<file path="src/design/l2mswz_pkg.sv">
// ----------------------------------------------------------------------------
// l2mswz_pkg
// Types, register indexes and helper functions for the Morton tile swizzle.
// ----------------------------------------------------------------------------
package l2mswz_pkg;

  localparam int unsigned MaxTexSize = 1024;
  localparam int unsigned MaxSrcSize = 4096;

  localparam int unsigned CfgIdxW  = 3;
  localparam int unsigned CfgDataW = 13;

  localparam logic [CfgIdxW-1:0] REG_SRC_X0         = 3'd0;
  localparam logic [CfgIdxW-1:0] REG_SRC_Y0         = 3'd1;
  localparam logic [CfgIdxW-1:0] REG_COPY_WIDTH     = 3'd2;
  localparam logic [CfgIdxW-1:0] REG_COPY_HEIGHT    = 3'd3;
  localparam logic [CfgIdxW-1:0] REG_FULL_SRC_WIDTH = 3'd4;
  localparam logic [CfgIdxW-1:0] REG_TEX_WIDTH      = 3'd5;
  localparam logic [CfgIdxW-1:0] REG_TEX_HEIGHT     = 3'd6;

  typedef struct packed {
    logic [9:0]  tex_x;
    logic [9:0]  tex_y;
    logic [31:0] src_pixel;
  } texel_in_t;

  typedef struct packed {
    logic [21:0] dst_offset;
    logic [31:0] dst_pixel;
    logic [26:0] src_offset;
    logic        in_copy;
    logic        last_texel;
  } texel_out_t;

  function automatic logic [5:0] morton3(input logic [2:0] x, input logic [2:0] y);
    return {y[2], x[2], y[1], x[1], y[0], x[0]};
  endfunction

  function automatic logic [31:0] byte_reverse(input logic [31:0] w);
    return {w[7:0], w[15:8], w[23:16], w[31:24]};
  endfunction

endpackage

</file>
<file path="src/design/linear_to_morton_tile_swizzle.sv">
// ----------------------------------------------------------------------------
// linear_to_morton_tile_swizzle
// Converts texel positions and source words into source and 8x8 Morton tiled
// destination offsets and the byte-reversed or zeroed destination word.
//
// A word is issued on din by raising start; busy is always low, so a new word
// may be issued in every cycle. Each issued word yields one result on dout,
// marked by a one-cycle done strobe, after the stage 1, stage 2 and output
// registers. The receiver cannot stall, so results are never held. Throughput
// is one word per cycle; the three stages are input register with address
// sums, the 13 by 13 bit and 7 by 8 bit multipliers, and the final adds into
// the output register. Configuration is written through wr_en, wr_index and
// wr_data; the user must write it only while no word is in flight, a rule the
// block leaves unenforced. Synchronous reset empties the pipeline and restores
// the register defaults: origin zero, copy region, pitch and texture 1024.
// ----------------------------------------------------------------------------
module linear_to_morton_tile_swizzle
  import l2mswz_pkg::*;
(
  input  logic                clk,
  input  logic                rst,
  input  logic                start,
  output logic                busy,
  input  texel_in_t           din,
  output logic                done,
  output texel_out_t          dout,
  input  logic                wr_en,
  input  logic [CfgIdxW-1:0]  wr_index,
  input  logic [CfgDataW-1:0] wr_data
);

  logic [11:0] src_x0;
  logic [11:0] src_y0;
  logic [10:0] copy_width;
  logic [10:0] copy_height;
  logic [12:0] full_src_width;
  logic [10:0] tex_width;
  logic [10:0] tex_height;

  always_ff @(posedge clk) begin
    if (rst) begin
      src_x0         <= '0;
      src_y0         <= '0;
      copy_width     <= 11'd1024;
      copy_height    <= 11'd1024;
      full_src_width <= 13'd1024;
      tex_width      <= 11'd1024;
      tex_height     <= 11'd1024;
    end else if (wr_en) begin
      case (wr_index)
        REG_SRC_X0:         src_x0         <= wr_data[11:0];
        REG_SRC_Y0:         src_y0         <= wr_data[11:0];
        REG_COPY_WIDTH:     copy_width     <= wr_data[10:0];
        REG_COPY_HEIGHT:    copy_height    <= wr_data[10:0];
        REG_FULL_SRC_WIDTH: full_src_width <= wr_data[12:0];
        REG_TEX_WIDTH:      tex_width      <= wr_data[10:0];
        REG_TEX_HEIGHT:     tex_height     <= wr_data[10:0];
        default: ;
      endcase
    end
  end

  logic [10:0] tw_sat;
  logic [10:0] th_sat;
  logic [12:0] pitch_sat;
  logic [10:0] last_col;
  logic [10:0] last_row;

  always_comb begin
    tw_sat    = (tex_width > 11'(MaxTexSize)) ? 11'(MaxTexSize) : tex_width;
    th_sat    = (tex_height > 11'(MaxTexSize)) ? 11'(MaxTexSize) : tex_height;
    pitch_sat = (full_src_width > 13'(MaxSrcSize)) ? 13'(MaxSrcSize) : full_src_width;
    last_col  = (tw_sat - 11'd1) | 11'd7;
    last_row  = (th_sat - 11'd1) | 11'd7;
  end

  // Stage 1: registered word, address sums and flags.
  logic        s1_valid;
  logic [12:0] s1_ysum;
  logic [12:0] s1_xsum;
  logic [6:0]  s1_ytile;
  logic [6:0]  s1_xtile;
  logic [7:0]  s1_tiles_per_row;
  logic [5:0]  s1_morton;
  logic [31:0] s1_word;
  logic        s1_inside;
  logic        s1_last;

  always_ff @(posedge clk) begin
    if (rst) begin
      s1_valid <= 1'b0;
    end else begin
      s1_valid <= start;
    end
  end

  always_ff @(posedge clk) begin
    s1_ysum          <= 13'(src_y0) + 13'(din.tex_y);
    s1_xsum          <= 13'(src_x0) + 13'(din.tex_x);
    s1_ytile         <= din.tex_y[9:3];
    s1_xtile         <= din.tex_x[9:3];
    s1_tiles_per_row <= tw_sat[10:3];
    s1_morton        <= morton3(din.tex_x[2:0], din.tex_y[2:0]);
    s1_inside        <= (11'(din.tex_x) < copy_width) && (11'(din.tex_y) < copy_height);
    s1_word          <= (din.src_pixel[31:24] != 8'd0) ? byte_reverse(din.src_pixel) : '0;
    s1_last          <= (tw_sat != '0) && (th_sat != '0) &&
                        (11'(din.tex_x) == last_col) && (11'(din.tex_y) == last_row);
  end

  // Stage 2: products.
  logic        s2_valid;
  logic [25:0] s2_row_off;
  logic [14:0] s2_tile_row;
  logic [12:0] s2_xsum;
  logic [6:0]  s2_xtile;
  logic [5:0]  s2_morton;
  logic [31:0] s2_word;
  logic        s2_inside;
  logic        s2_last;

  always_ff @(posedge clk) begin
    if (rst) begin
      s2_valid <= 1'b0;
    end else begin
      s2_valid <= s1_valid;
    end
  end

  always_ff @(posedge clk) begin
    s2_row_off  <= 26'(s1_ysum) * 26'(pitch_sat);
    s2_tile_row <= 15'(s1_ytile) * 15'(s1_tiles_per_row);
    s2_xsum     <= s1_xsum;
    s2_xtile    <= s1_xtile;
    s2_morton   <= s1_morton;
    s2_word     <= s1_inside ? s1_word : '0;
    s2_inside   <= s1_inside;
    s2_last     <= s1_last;
  end

  // Stage 3: final sums into the output register.
  logic [24:0] src_sum;
  logic [13:0] tile_sum;

  always_comb begin
    src_sum  = 25'(s2_row_off) + 25'(s2_xsum);
    tile_sum = 14'(s2_tile_row) + 14'(s2_xtile);
  end

  always_ff @(posedge clk) begin
    if (rst) begin
      done <= 1'b0;
    end else begin
      done <= s2_valid;
    end
  end

  always_ff @(posedge clk) begin
    dout.dst_offset <= {tile_sum, s2_morton, 2'b00};
    dout.dst_pixel  <= s2_word;
    dout.src_offset <= s2_inside ? {src_sum, 2'b00} : '0;
    dout.in_copy    <= s2_inside;
    dout.last_texel <= s2_last;
  end

  assign busy = 1'b0;

  a_done_latency: assert property (@(posedge clk) disable iff (rst)
    start |-> ##3 done)
    else $error("result strobe did not follow an issued word");

  a_s2_follows_s1: assert property (@(posedge clk) disable iff (rst)
    s2_valid == $past(s1_valid))
    else $error("stage valid bits out of step");

  a_outside_zero: assert property (@(posedge clk) disable iff (rst)
    done && !dout.in_copy |-> (dout.dst_pixel == '0) && (dout.src_offset == '0))
    else $error("texel outside the copy region produced data");

  a_word_aligned: assert property (@(posedge clk) disable iff (rst)
    done |-> (dout.dst_offset[1:0] == 2'b00) && (dout.src_offset[1:0] == 2'b00))
    else $error("offset not word aligned");

endmodule
</file>
<file path="config.mk">
export PLATFORM = sky130hd
export DESIGN_NAME = linear_to_morton_tile_swizzle
export DESIGN_NICKNAME = d
export VERILOG_FILES = /design/src/design/l2mswz_pkg.sv /design/src/design/linear_to_morton_tile_swizzle.sv
export SDC_FILE = /design/constraint.sdc
export NUM_CORES = 1
export LEC_CHECK = 0
export ABC_AREA = 1
export BUFFER_PORTS_ARGS = -buffer_cell sky130_fd_sc_hd__buf_2
export CAP_MARGIN = 20
export CORE_MARGIN = 2
export CORE_UTILIZATION = 55
export DETAILED_ROUTE_END_ITERATION = 8
export PLACE_DENSITY = 0.81
export SYNTH_ARGS = -nofsm -noshare
export SYNTH_HDL_FRONTEND = slang
export SYNTH_SLANG_ARGS = --single-unit
</file>
<file path="constraint.sdc">
create_clock -name clk -period 5.99 [get_ports clk]
set_input_delay 0.8985 -clock clk [delete_from_list [all_inputs] [get_ports clk]]
set_output_delay 0.8985 -clock clk [all_outputs]
set_load 0.005 [all_outputs]
</file>
==> results of run 1 <==
[layout by cell type, fill, tap and decap left out, types with 14 or more instances in the layout]
| cell type | n |
|---|---|
| ha_1 | 157 |
| o21ai_0 | 114 |
| nand3_1 | 56 |
| nand2_1 | 349 |
| xor2_1 | 51 |
| buf_2 | 151 |
| nor3_1 | 14 |
| dfxtp_1 | 350 |
| a21oi_1 | 117 |
| nor2_1 | 301 |
| inv_1 | 421 |
| fa_1 | 152 |
| clkbuf_16 | 37 |
| buf_4 | 17 |
| xnor2_1 | 27 |
[power breakdown]
part	leakage [nW]	internal [mW]	switching, mW
combinational	7.74	0.462	0.757
clock	0.646	1.51	0.991
sequential	2.91	2.58	0.123
[worst max path at each step]
stage | end | slack, ps | cells past startpoint
2_1_floorplan | s2_row_off[21] | 580 | 27
3_3_place_gp | s2_row_off[23] | 240 | 27
3_5_place_dp | s2_row_off[21] | 140 | 26
4_1_cts | s2_row_off[21] | 140 | 26
5_1_grt | s2_row_off[21] | -10 | 26
6_report | s2_row_off[21] | 330 | 24
[worst reg2reg max path, cell delays in order, from the launching register on]
cell and delay, ps:
dfxtp_1 320, nor4_1 490, a21oi_4 140, inv_4 150, nand2_1 160, clkinvlp_4 210, nand2_1 90, fa_1 470
fa_1 410, inv_1 80, fa_1 430, fa_1 560, inv_1 50, fa_1 470, inv_1 40, ha_1 340
a21o_1 190, inv_1 60, nor2_1 40, nor2_1 80, nand3_1 150, a21oi_2 230, o21ai_2 100, a21oi_1 170
xor2_1 150
[registers in the layout, summed over array words and instances (netlist names), 8 cells and up]
| signal | cells |
|---|---|
| src_x0 | 12 |
| copy_width | 11 |
| s1_ysum | 13 |
| s1_word | 32 |
| copy_height | 11 |
| full_src_width | 13 |
| s1_xsum | 13 |
| s2_row_off | 25 |
| tex_width | 11 |
| s2_xsum | 13 |
| dout | 79 |
| s1_tiles_per_row | 8 |
| s2_word | 32 |
| tex_height | 11 |
| s2_tile_row | 14 |
| src_y0 | 12 |
[layer usage]
layer,up-vias,share of wire,track usage
met2,485,0.47,0.435
met3,101,0.070,0.0444
met1,7097,0.43,0.343
met4,0,0.033,0.103
li1,7254,-,-
met5,-,0,0
[kinds of logic after synthesis]
group                      count (synthesis)  share of synthesized area
other                                      1                   0.000196
and+or+nand+nor                          752                      0.156
buffers and inverters                    493                     0.0977
AOI/OAI and AO/OA                        285                     0.0827
DFF                                      350                      0.366
xor gates and xnor gates                  78                     0.0357
adders and majority gates                309                      0.262
[cell type report]
type / count / area [um2]
Clock buffer: 45 / 986
Tap cell: 455 / 569
Clock inverter: 22 / 364
Inverter: 431 / 1630
Multi-Input combinational cell: 1429 / 10300
Fill cell: 2805 / 12600
Timing Repair Buffer: 170 / 923
Sequential cell: 350 / 7010
[what timing repair did]
item | in CTS | in global routing
buffers inserted | 0 | 5
gates resized for setup | 0 | 19
setup endpoints to repair | 0 | 9
[metrics by stage]
step	hold slack, ps	setup TNS, ps
2_1_floorplan	310	0
3_3_place_gp	310	0
3_5_place_dp	312	0
4_1_cts	322	0
5_1_grt	326	-13.9
6_report	320	0
==> impl_results.md, run 1 <==
- Status: complete, no violations
- Fin. max-slew vios: 0
- Crit path cell chain: nor4_1, a21oi_4, inv_4, nand2_1, clkinvlp_4, nand2_1, fa_1, fa_1, inv_1, fa_1, fa_1, inv_1, fa_1, inv_1, ha_1, a21o_1, inv_1, nor2_1, nor2_1, nand3_1, a21oi_2, o21ai_2, a21oi_1, xor2_1
- Drc violations: 0
- DP Area: about 0.020 mm2
- Netlist Area Pre-Place: roughly 0.019 mm2
- Netlist cell types: 42
- Placed wire-length estimate: about 35 mm
- DP Cell Count: 2,830
- Root Driver: clkbuf_16
- Final Cycle Share: 0.944
- Synth Register Bits: between 300 and 400
- Hold Crit Class: reg -> reg
- Critical path buffers and inverters: 6
- Hold path depth: 0
- Most frequent cell after synthesis: inv_1
- Final Core Density: 0.635
- Area grow syn2layout: 14.0%
- Crit. End Element: flip-flop
- Setup Skew: around 32 ps
- Top_reg_cell synth: dfxtp_1
- PD cells: 294 mW/mm2
- Max IR drop VDD: roughly 0.25 mV
- Fin cells: roughly 2,900
- Setup WS post-layout: 334 ps
- Synth top area cells: dfxtp_1, fa_1, ha_1, inv_1, nand2_1
- Wirelength, routed: 46.0 mm
- Slew at the pin with the worst max-slew slack: roughly 780 ps
- Yosys top cell by area: dfxtp_1
- I/O pin count: 157
- Die area: roughly 0.036 mm2
- CP startpoint: full_src_width[8]
- Antenna viol nets, final: 0
- CP arrival: roughly 6200 ps
- Buffers on Ports: around 150
- Reg2reg path depth: 24
- Number of flops mapped to enable cells by yosys: 0
- Initial Util: 0.557
- Most used cell, CP: fa_1
- Average routed wire per standard cell: ~16 um
- RR Startpoint: full_src_width[8]
- Max stage delay on crit path: approximately 560 ps
- Asr flop ratio synth: 0
- Final worst path period need: about 5700 ps
- Die width: between 150 and 200 um
- Post-place setup slack: about 140 ps
- CP Max Fanout: 10
- Die height: about 190 um
- CTS Buf Count: 37
- # hold bufs at CTS: 0
- Clock sink count: 350
- Clock-pin slew on the worst setup and hold paths: ~70 ps
- Area of the core: 0.0344 mm2
- Final total power: 6.42 mW
- Critical Path Start Type: flip-flop
- # setup viols final: 0
- Reg-to-reg endpoint: s2_row_off[21]
- CTS tree: done
- Worst path required time: between 6000 and 7000 ps
- First-pass GRT wire length: roughly 75 mm
- Hold Path Sink: s2_last
- Via count: approximately 15,000
- NumNets Final: ~2,800
- Clk_lat worst skew: roughly 580 ps
- Pin count of the biggest net entering global routing: roughly 80
- Clk buf depth: 3
- Final Hold Viols: 0
- Max_cap viols: 0
- Syn Area/Cell: 8.44 um2
- Cell family with the largest share of critical-path delay: adder cells
- Sequential-to-total area share from yosys stat: 0.366
- DRT Pass-1 Iters: 5
- Tot GR Track Use: 0.263
- Synth Warn #: 0
- Via/cell ratio: slightly above 5
- Slowest CP cell: fa_1
- Row count: between 60 and 70
- Synth top area share: 0.366
- Synthesized netlist cell count: ~2,300
- Initial antenna violation count: 0
- H-Tree Depth: 2
- Fin area: approximately 0.022 mm2
- Post-synth top cells: inv_1, nand2_1, dfxtp_1, nor2_1, ha_1
- Lkg Pwr: 11.3 nW
- GRT overflow: 0
- Layout cells sized above 1: 0.108
- Hold_sp: s1_last
- Ant. Diodes: 0
- RSZ-0062 raised after global routing: true
- RePlAce Congestion: 0.966
- Vias in the first global route: between 15,000 and 20,000
- Max Clk Rate: ~180 MHz
- Slew headroom: 0.481
- Iter 0 DRT Violations: roughly 1,200
- Critical path class: reg -> reg
- Flop2flop setup slack: 330 ps
Note: power is estimated with default switching activity, not from simulation.
==> run 2, diff against run 1 <==
--- a/config.mk
+++ b/config.mk
@@ -11,7 +11,9 @@
 export CORE_MARGIN = 2
 export CORE_UTILIZATION = 55
 export DETAILED_ROUTE_END_ITERATION = 8
+export GPL_ROUTABILITY_DRIVEN = 0
 export PLACE_DENSITY = 0.81
+export RECOVER_POWER = 100
 export SYNTH_ARGS = -nofsm -noshare
 export SYNTH_HDL_FRONTEND = slang
 export SYNTH_SLANG_ARGS = --single-unit
==> run 2 against run 1 <==
  * The run now ends with max-capacitance violations, max-slew violations left
  * Sequential power is essentially flat
  * Clock-buffer cell count shrank 1
  * Sequential cell count did not move
  * Sequential share of layout area rose by 0.43 points
  * Routed wire length fell by 4.9%
  * Combinational power fell by 3%
  * Global-route usage down 1.8 points
  * Largest power group unchanged
==> impl_results.md, run 2 (synthesis results as in run 1) <==
- Buffers on Ports: about 150
- Iter 0 DRT Violations: 1,257
- CP Depth: 23
- Hold Crit Class: reg -> reg
- Pin count of the biggest net entering global routing: between 80 and 90
- Critical Path Start Type: flip-flop
- Max Clk Rate: 174 MHz
- PD cells: slightly below 300 mW/mm2
- Fin area: between 0.02 and 0.025 mm2
- Violated checks: max-capacitance violations, max-slew violations
- CP Max Fanout: 10
- Lkg Pwr: between 10 and 15 nW
- Critical path buffers and inverters: 5
- Antenna viol nets, final: 0
- First-pass GRT wire length: between 70 and 80 mm
- Average routed wire per standard cell: ~15 um
- Via count: 15,000
- Slew headroom: -0.852
- CP arrival: approximately 6200 ps
- # hold bufs at CTS: 0
- Tot GR Track Use: 0.244
- Root Driver: clkbuf_16
- NumNets Final: ~2,800
- Ant. Diodes: 0
- Setup Skew: between 20 and 30 ps
- Area of the core: between 0.03 and 0.04 mm2
- DP Area: between 0.02 and 0.025 mm2
- Fin cells: approximately 2,900
- Final Hold Viols: 0
- Max IR drop VDD: 0.283 mV
- CTS Buf Count: 36
- DRT Pass-1 Iters: 6
- Sum Neg Setup Slack: 0 ps
- Reg2reg path depth: 23
- Via/cell ratio: slightly above 5
- Most used cell, CP: fa_1
- Clk buf depth: 3
- Drc violations: 0
- Slowest CP cell: fa_1
- GRT overflow: 0
- Slew at the pin with the worst max-slew slack: 2780 ps
- Die height: 191 um
- RSZ-0062 raised after global routing: true
- Crit path cell chain: nor4_2, a21oi_4, inv_2, nand2_1, clkinvlp_4, nand2_1, fa_1, fa_1, inv_1, fa_1, fa_1, inv_1, fa_1, inv_1, ha_1, nand2_1, nor2_1, nand3_1, nand3_1, a21oi_2, o21ai_2, a21oi_1, xor2_1
- Cell family with the largest share of critical-path delay: adder cells
- Max stage delay on crit path: around 540 ps
- Wirelength, routed: ~44 mm
- Met1 Wirelength: roughly 18 mm
- Clock-pin slew on the worst setup and hold paths: approximately 60 ps
- Clk_lat worst skew: ~530 ps
- Fin. max-slew vios: about 120
- Final Cycle Share: 0.957
- Hold path depth: 0
- Vias in the first global route: ~15,000
- Critical path class: reg -> reg
- Max_cap viols: 2
- Final hold slack: between 300 and 400 ps
- Largest regs: dout x79, s1_word x32, s2_word x32
- Initial Util: 0.557
- H-Tree Depth: 2
- Flip-flop count of the largest register after layout: 79
- Detailed route wirelength on metal3: about 4 mm
- DR top layer: met4
- Area grow syn2layout: 12.5%
- Initial antenna violation count: 0
- Final total power: approximately 6.2 mW
- Final worst path period need: approximately 5700 ps
- Placed wire-length estimate: about 33 mm
- CTS tree: done
- Commonest cells after routing, fill and taps aside: inv_1, dfxtp_1, nand2_1
- Commonest non-fill, non-tap cell in the layout: inv_1
- Crit. End Element: flip-flop
- Worst path required time: between 6000 and 7000 ps
- Top reg by flops: dout
- Die area: ~0.036 mm2
- Wire length on met2: 19.9 mm
- Layout cells sized above 1: 0.0809
- Status: complete, but fails checks
- DP Cell Count: about 2,800
- Row count: slightly below 70
- Clock sink count: 350
- Flop2flop setup slack: between 200 and 300 ps
- I/O pin count: 157
- # setup viols final: 0
- Die width: ~190 um
==> run 2: layer usage <==
| metal | vias up | GRT usage |
|---|---|---|
| met3 | 138 | 0.0444 |
| li1 | 7229 | - |
| met1 | 6968 | 0.322 |
| met5 | - | 0 |
| met4 | 0 | 0.0918 |
| met2 | 643 | 0.401 |
==> run 2: through the flow <==
step	worst slack [ps]	util
finish	255	0.626
global route	-31.4	0.626
CTS	131	0.627
detailed placement	118	0.590
global placement	286	0.590
floorplan	584	-
==> run 2: report_power, final <==
part | internal [mW] | switching [mW]
logic | 0.440 | 0.737
registers | 2.58 | 0.133
clock network | 1.41 | 0.939
total | 4.44 | 1.81
==> run 2: repair_timing <==
action,4_1_cts,5_1_grt
resized for setup,0,19
setup endpoints to repair,0,7
hold endpoints to repair,0,0
setup buffers,0,2
==> run 2: area by class of cell <==
cell class | instances | area [um2]
fill | 2825 | 12800
tap | 455 | 569
timing repair buffer | 160 | 741
clock inverter | 19 | 245
inverter | 431 | 1630
sequential | 350 | 7010
clock buffer | 44 | 1000
timing repair inverter | 3 | 20.0
multi-input combinational | 1429 | 10300
==> run 2: worst reg2reg max path, stage by stage, from the launching register on <==
cell        delay (ps)
dfxtp_1            340
nor4_2             450
a21oi_4            140
inv_2              140
nand2_1            150
clkinvlp_4         190
nand2_1            100
fa_1               470
fa_1               540
inv_1               70
fa_1               500
fa_1               490
inv_1               50
fa_1               470
inv_1               40
ha_1               340
nand2_1            110
nor2_1             180
nand3_1            130
nand3_1            180
a21oi_2            110
o21ai_2            180
a21oi_1            100
xor2_1             150
==> run 2: final timing paths <==
kind	end	startpoint
worst min register to register	dout[32]	s2_word[3]
worst max register to register	s2_row_off[21]	full_src_width[8]
worst max-delay path	s2_row_off[21]	full_src_width[8]
worst min-delay path	dout[32]	s2_word[3]
==> run 3, diff against run 2 <==
--- a/config.mk
+++ b/config.mk
@@ -8,11 +8,13 @@
 export ABC_AREA = 1
 export BUFFER_PORTS_ARGS = -buffer_cell sky130_fd_sc_hd__buf_2
 export CAP_MARGIN = 20
+export CELL_PAD_IN_SITES_DETAIL_PLACEMENT = 1
+export CELL_PAD_IN_SITES_GLOBAL_PLACEMENT = 1
 export CORE_MARGIN = 2
-export CORE_UTILIZATION = 55
+export CORE_UTILIZATION = 46
 export DETAILED_ROUTE_END_ITERATION = 8
 export GPL_ROUTABILITY_DRIVEN = 0
-export PLACE_DENSITY = 0.81
+export PLACE_DENSITY = 0.88
 export RECOVER_POWER = 100
 export SYNTH_ARGS = -nofsm -noshare
 export SYNTH_HDL_FRONTEND = slang
==> run 3 against run 2 <==
  * Via count is 4.9% higher
  * Cell count grew 3.2%
  * Die area increased by 19%
  * Cell area grew 1.2%
  * Register-to-register slack worse by 220 ps
  * The flow still finishes with violations (max-capacitance violations, max-slew violations)
  * Clock power is 3% lower
  * Setup slack lost 220 ps
  * Sequential power about the same
==> impl_results.md, run 3 (synthesis results as in run 1) <==
- Status: complete, but fails checks
- Violated checks: max-capacitance violations, max-slew violations
- Largest regs: dout x79, s1_word x32, s2_word x32
- DRT Pass-1 Iters: 5
- Crit. End Element: flip-flop
- Commonest non-fill, non-tap cell in the layout: inv_1
- Iter 0 DRT Violations: between 900 and 1,000
- CP startpoint: full_src_width[5]
- Max IR drop VDD: around 0.26 mV
- Clock-pin slew on the worst setup and hold paths: around 60 ps
- Final Cycle Share: 0.994
- Pin count of the biggest net entering global routing: 74
- Row count: 74
- Hold_sp: s2_word[19]
- Clock sink count: 350
- GRT overflow: 0
- CTS Buf Count: 37
- Initial antenna violation count: 1
- Wirelength, routed: about 56 mm
- Via count: approximately 16,000
- CP Depth: 27
- Area of the core: around 0.041 mm2
- CTS tree: done
- I/O pin count: about 160
- Final Core Density: 0.533
- Area grow syn2layout: 13.9%
- CP arrival: approximately 6400 ps
- Hold Crit Class: reg -> reg
- Setup Skew: around 22 ps
- FILL cells: roughly 4,900
- Cell family with the largest share of critical-path delay: adder cells
- # setup viols final: 0
- Top reg by flops: dout
- Reg-to-reg endpoint: s2_row_off[23]
- Clk_lat worst skew: roughly 560 ps
- CP Max Fanout: 5
- Ant. Diodes: 0
- H-Tree Depth: 2
- # hold bufs at CTS: 0
- Final Hold Viols: 0
- Fin. max-slew vios: between 70 and 80
- Layout cells sized above 1: 0.0856
- Hold path depth: 0
- Critical Path Start Type: flip-flop
- Slew at the pin with the worst max-slew slack: 2760 ps
- Reg2reg path depth: 27
- Die area: ~0.043 mm2
- Final worst path period need: between 5000 and 6000 ps
- Setup WS post-layout: 33.8 ps
- First-pass GRT wire length: roughly 90 mm
- Commonest cells after routing, fill and taps aside: inv_1, dfxtp_1, nand2_1
- Root Driver: clkbuf_16
- Slew headroom: -0.841
- Clk buf depth: 3
- Critical path class: reg -> reg
- RR Startpoint: full_src_width[5]
- Post-place setup slack: ~21 ps
- Placed wire-length estimate: approximately 42 mm
- Tot GR Track Use: 0.253
- Initial Util: 0.468
- Max Clk Rate: roughly 170 MHz
- Max_cap viols: 1
- Vias in the first global route: 17,500
- Worst path required time: about 6500 ps
- Slowest CP cell: fa_1
- Hold Path Sink: dout[48]
- Lkg Pwr: approximately 11 nW
- Flop2flop setup slack: 30 ps
- Die width: ~210 um
- NumNets Final: 2,806
- Average routed wire per standard cell: 18.9 um
- Most used cell, CP: fa_1
- PD cells: 289 mW/mm2
- Max stage delay on crit path: approximately 570 ps
- Critical path buffers and inverters: 7
- Buffers on Ports: roughly 150
- Drc violations: 0
- Final total power: ~6.3 mW
- Die height: approximately 210 um
- Flip-flop count of the largest register after layout: 79
- Via/cell ratio: ~5.3
- Antenna viol nets, final: 0
-- run 3: changes by cell type in the layout (fill, tap and decap cells not counted), sizes merged --
| cell | before | now |
|---|---|---|
| bufinv | 5 | 1 |
| buf | 101 | 94 |
| clkbuf | 103 | 131 |
| inv | 428 | 425 |
| clkinv | 11 | 13 |
-- run 3: routing by layer --
| layer | GRT usage | up-vias | routed length [um] |
|---|---|---|---|
| li1 | - | 7261 | - |
| met4 | 0.103 | 0 | 2490 |
| met2 | 0.448 | 523 | 27600 |
| met1 | 0.307 | 7740 | 23000 |
| met5 | 0 | - | 0 |
| met3 | 0.0402 | 189 | 3370 |
-- run 3: stage by stage --
stage	setup TNS (ps)	cells	hold WS [ps]	area (um2)
detailed placement	0	2904	313	20400
finish	0	2984	325	21800
global route	-691	2984	331	21800
floorplan	0	2272	310	19200
global placement	0	2904	310	20400
CTS	0	2970	327	21600
-- run 3: where the power goes --
group          internal, mW  switching, mW  leakage, nW
logic                 0.466          0.835         7.54
clock network          1.33          0.955        0.594
registers              2.58          0.135         2.91
-- run 3: final cells by class --
cell class | instances | area (um2) | area share
clock buffers | 51 | 1090 | 0.0500
clock inverters | 15 | 129 | 0.00591
inverters | 431 | 1630 | 0.0747
multi-input cells | 1429 | 10400 | 0.478
flip-flops and latches | 350 | 7010 | 0.321
well taps | 532 | 666 | 0.0305
repair buffers | 174 | 843 | 0.0387
repair inverters | 2 | 12.5 | 0.000574
-- run 3: worst max-delay path by stage --
stage                           to
floorplan           s2_row_off[21]
detailed placement  s2_row_off[20]
global route        s2_row_off[23]
finish              s2_row_off[23]
global placement    s2_row_off[21]
CTS                 s2_row_off[21]
-- run 3: repair_timing --
| action | CTS | global route |
|---|---|---|
| endpoints found under the setup margin | 2 | 8 |
| gates resized for setup | 2 | 41 |
| buffers inserted | 0 | 12 |
| pin swaps | 0 | 6 |
| gates cloned | 0 | 2 |
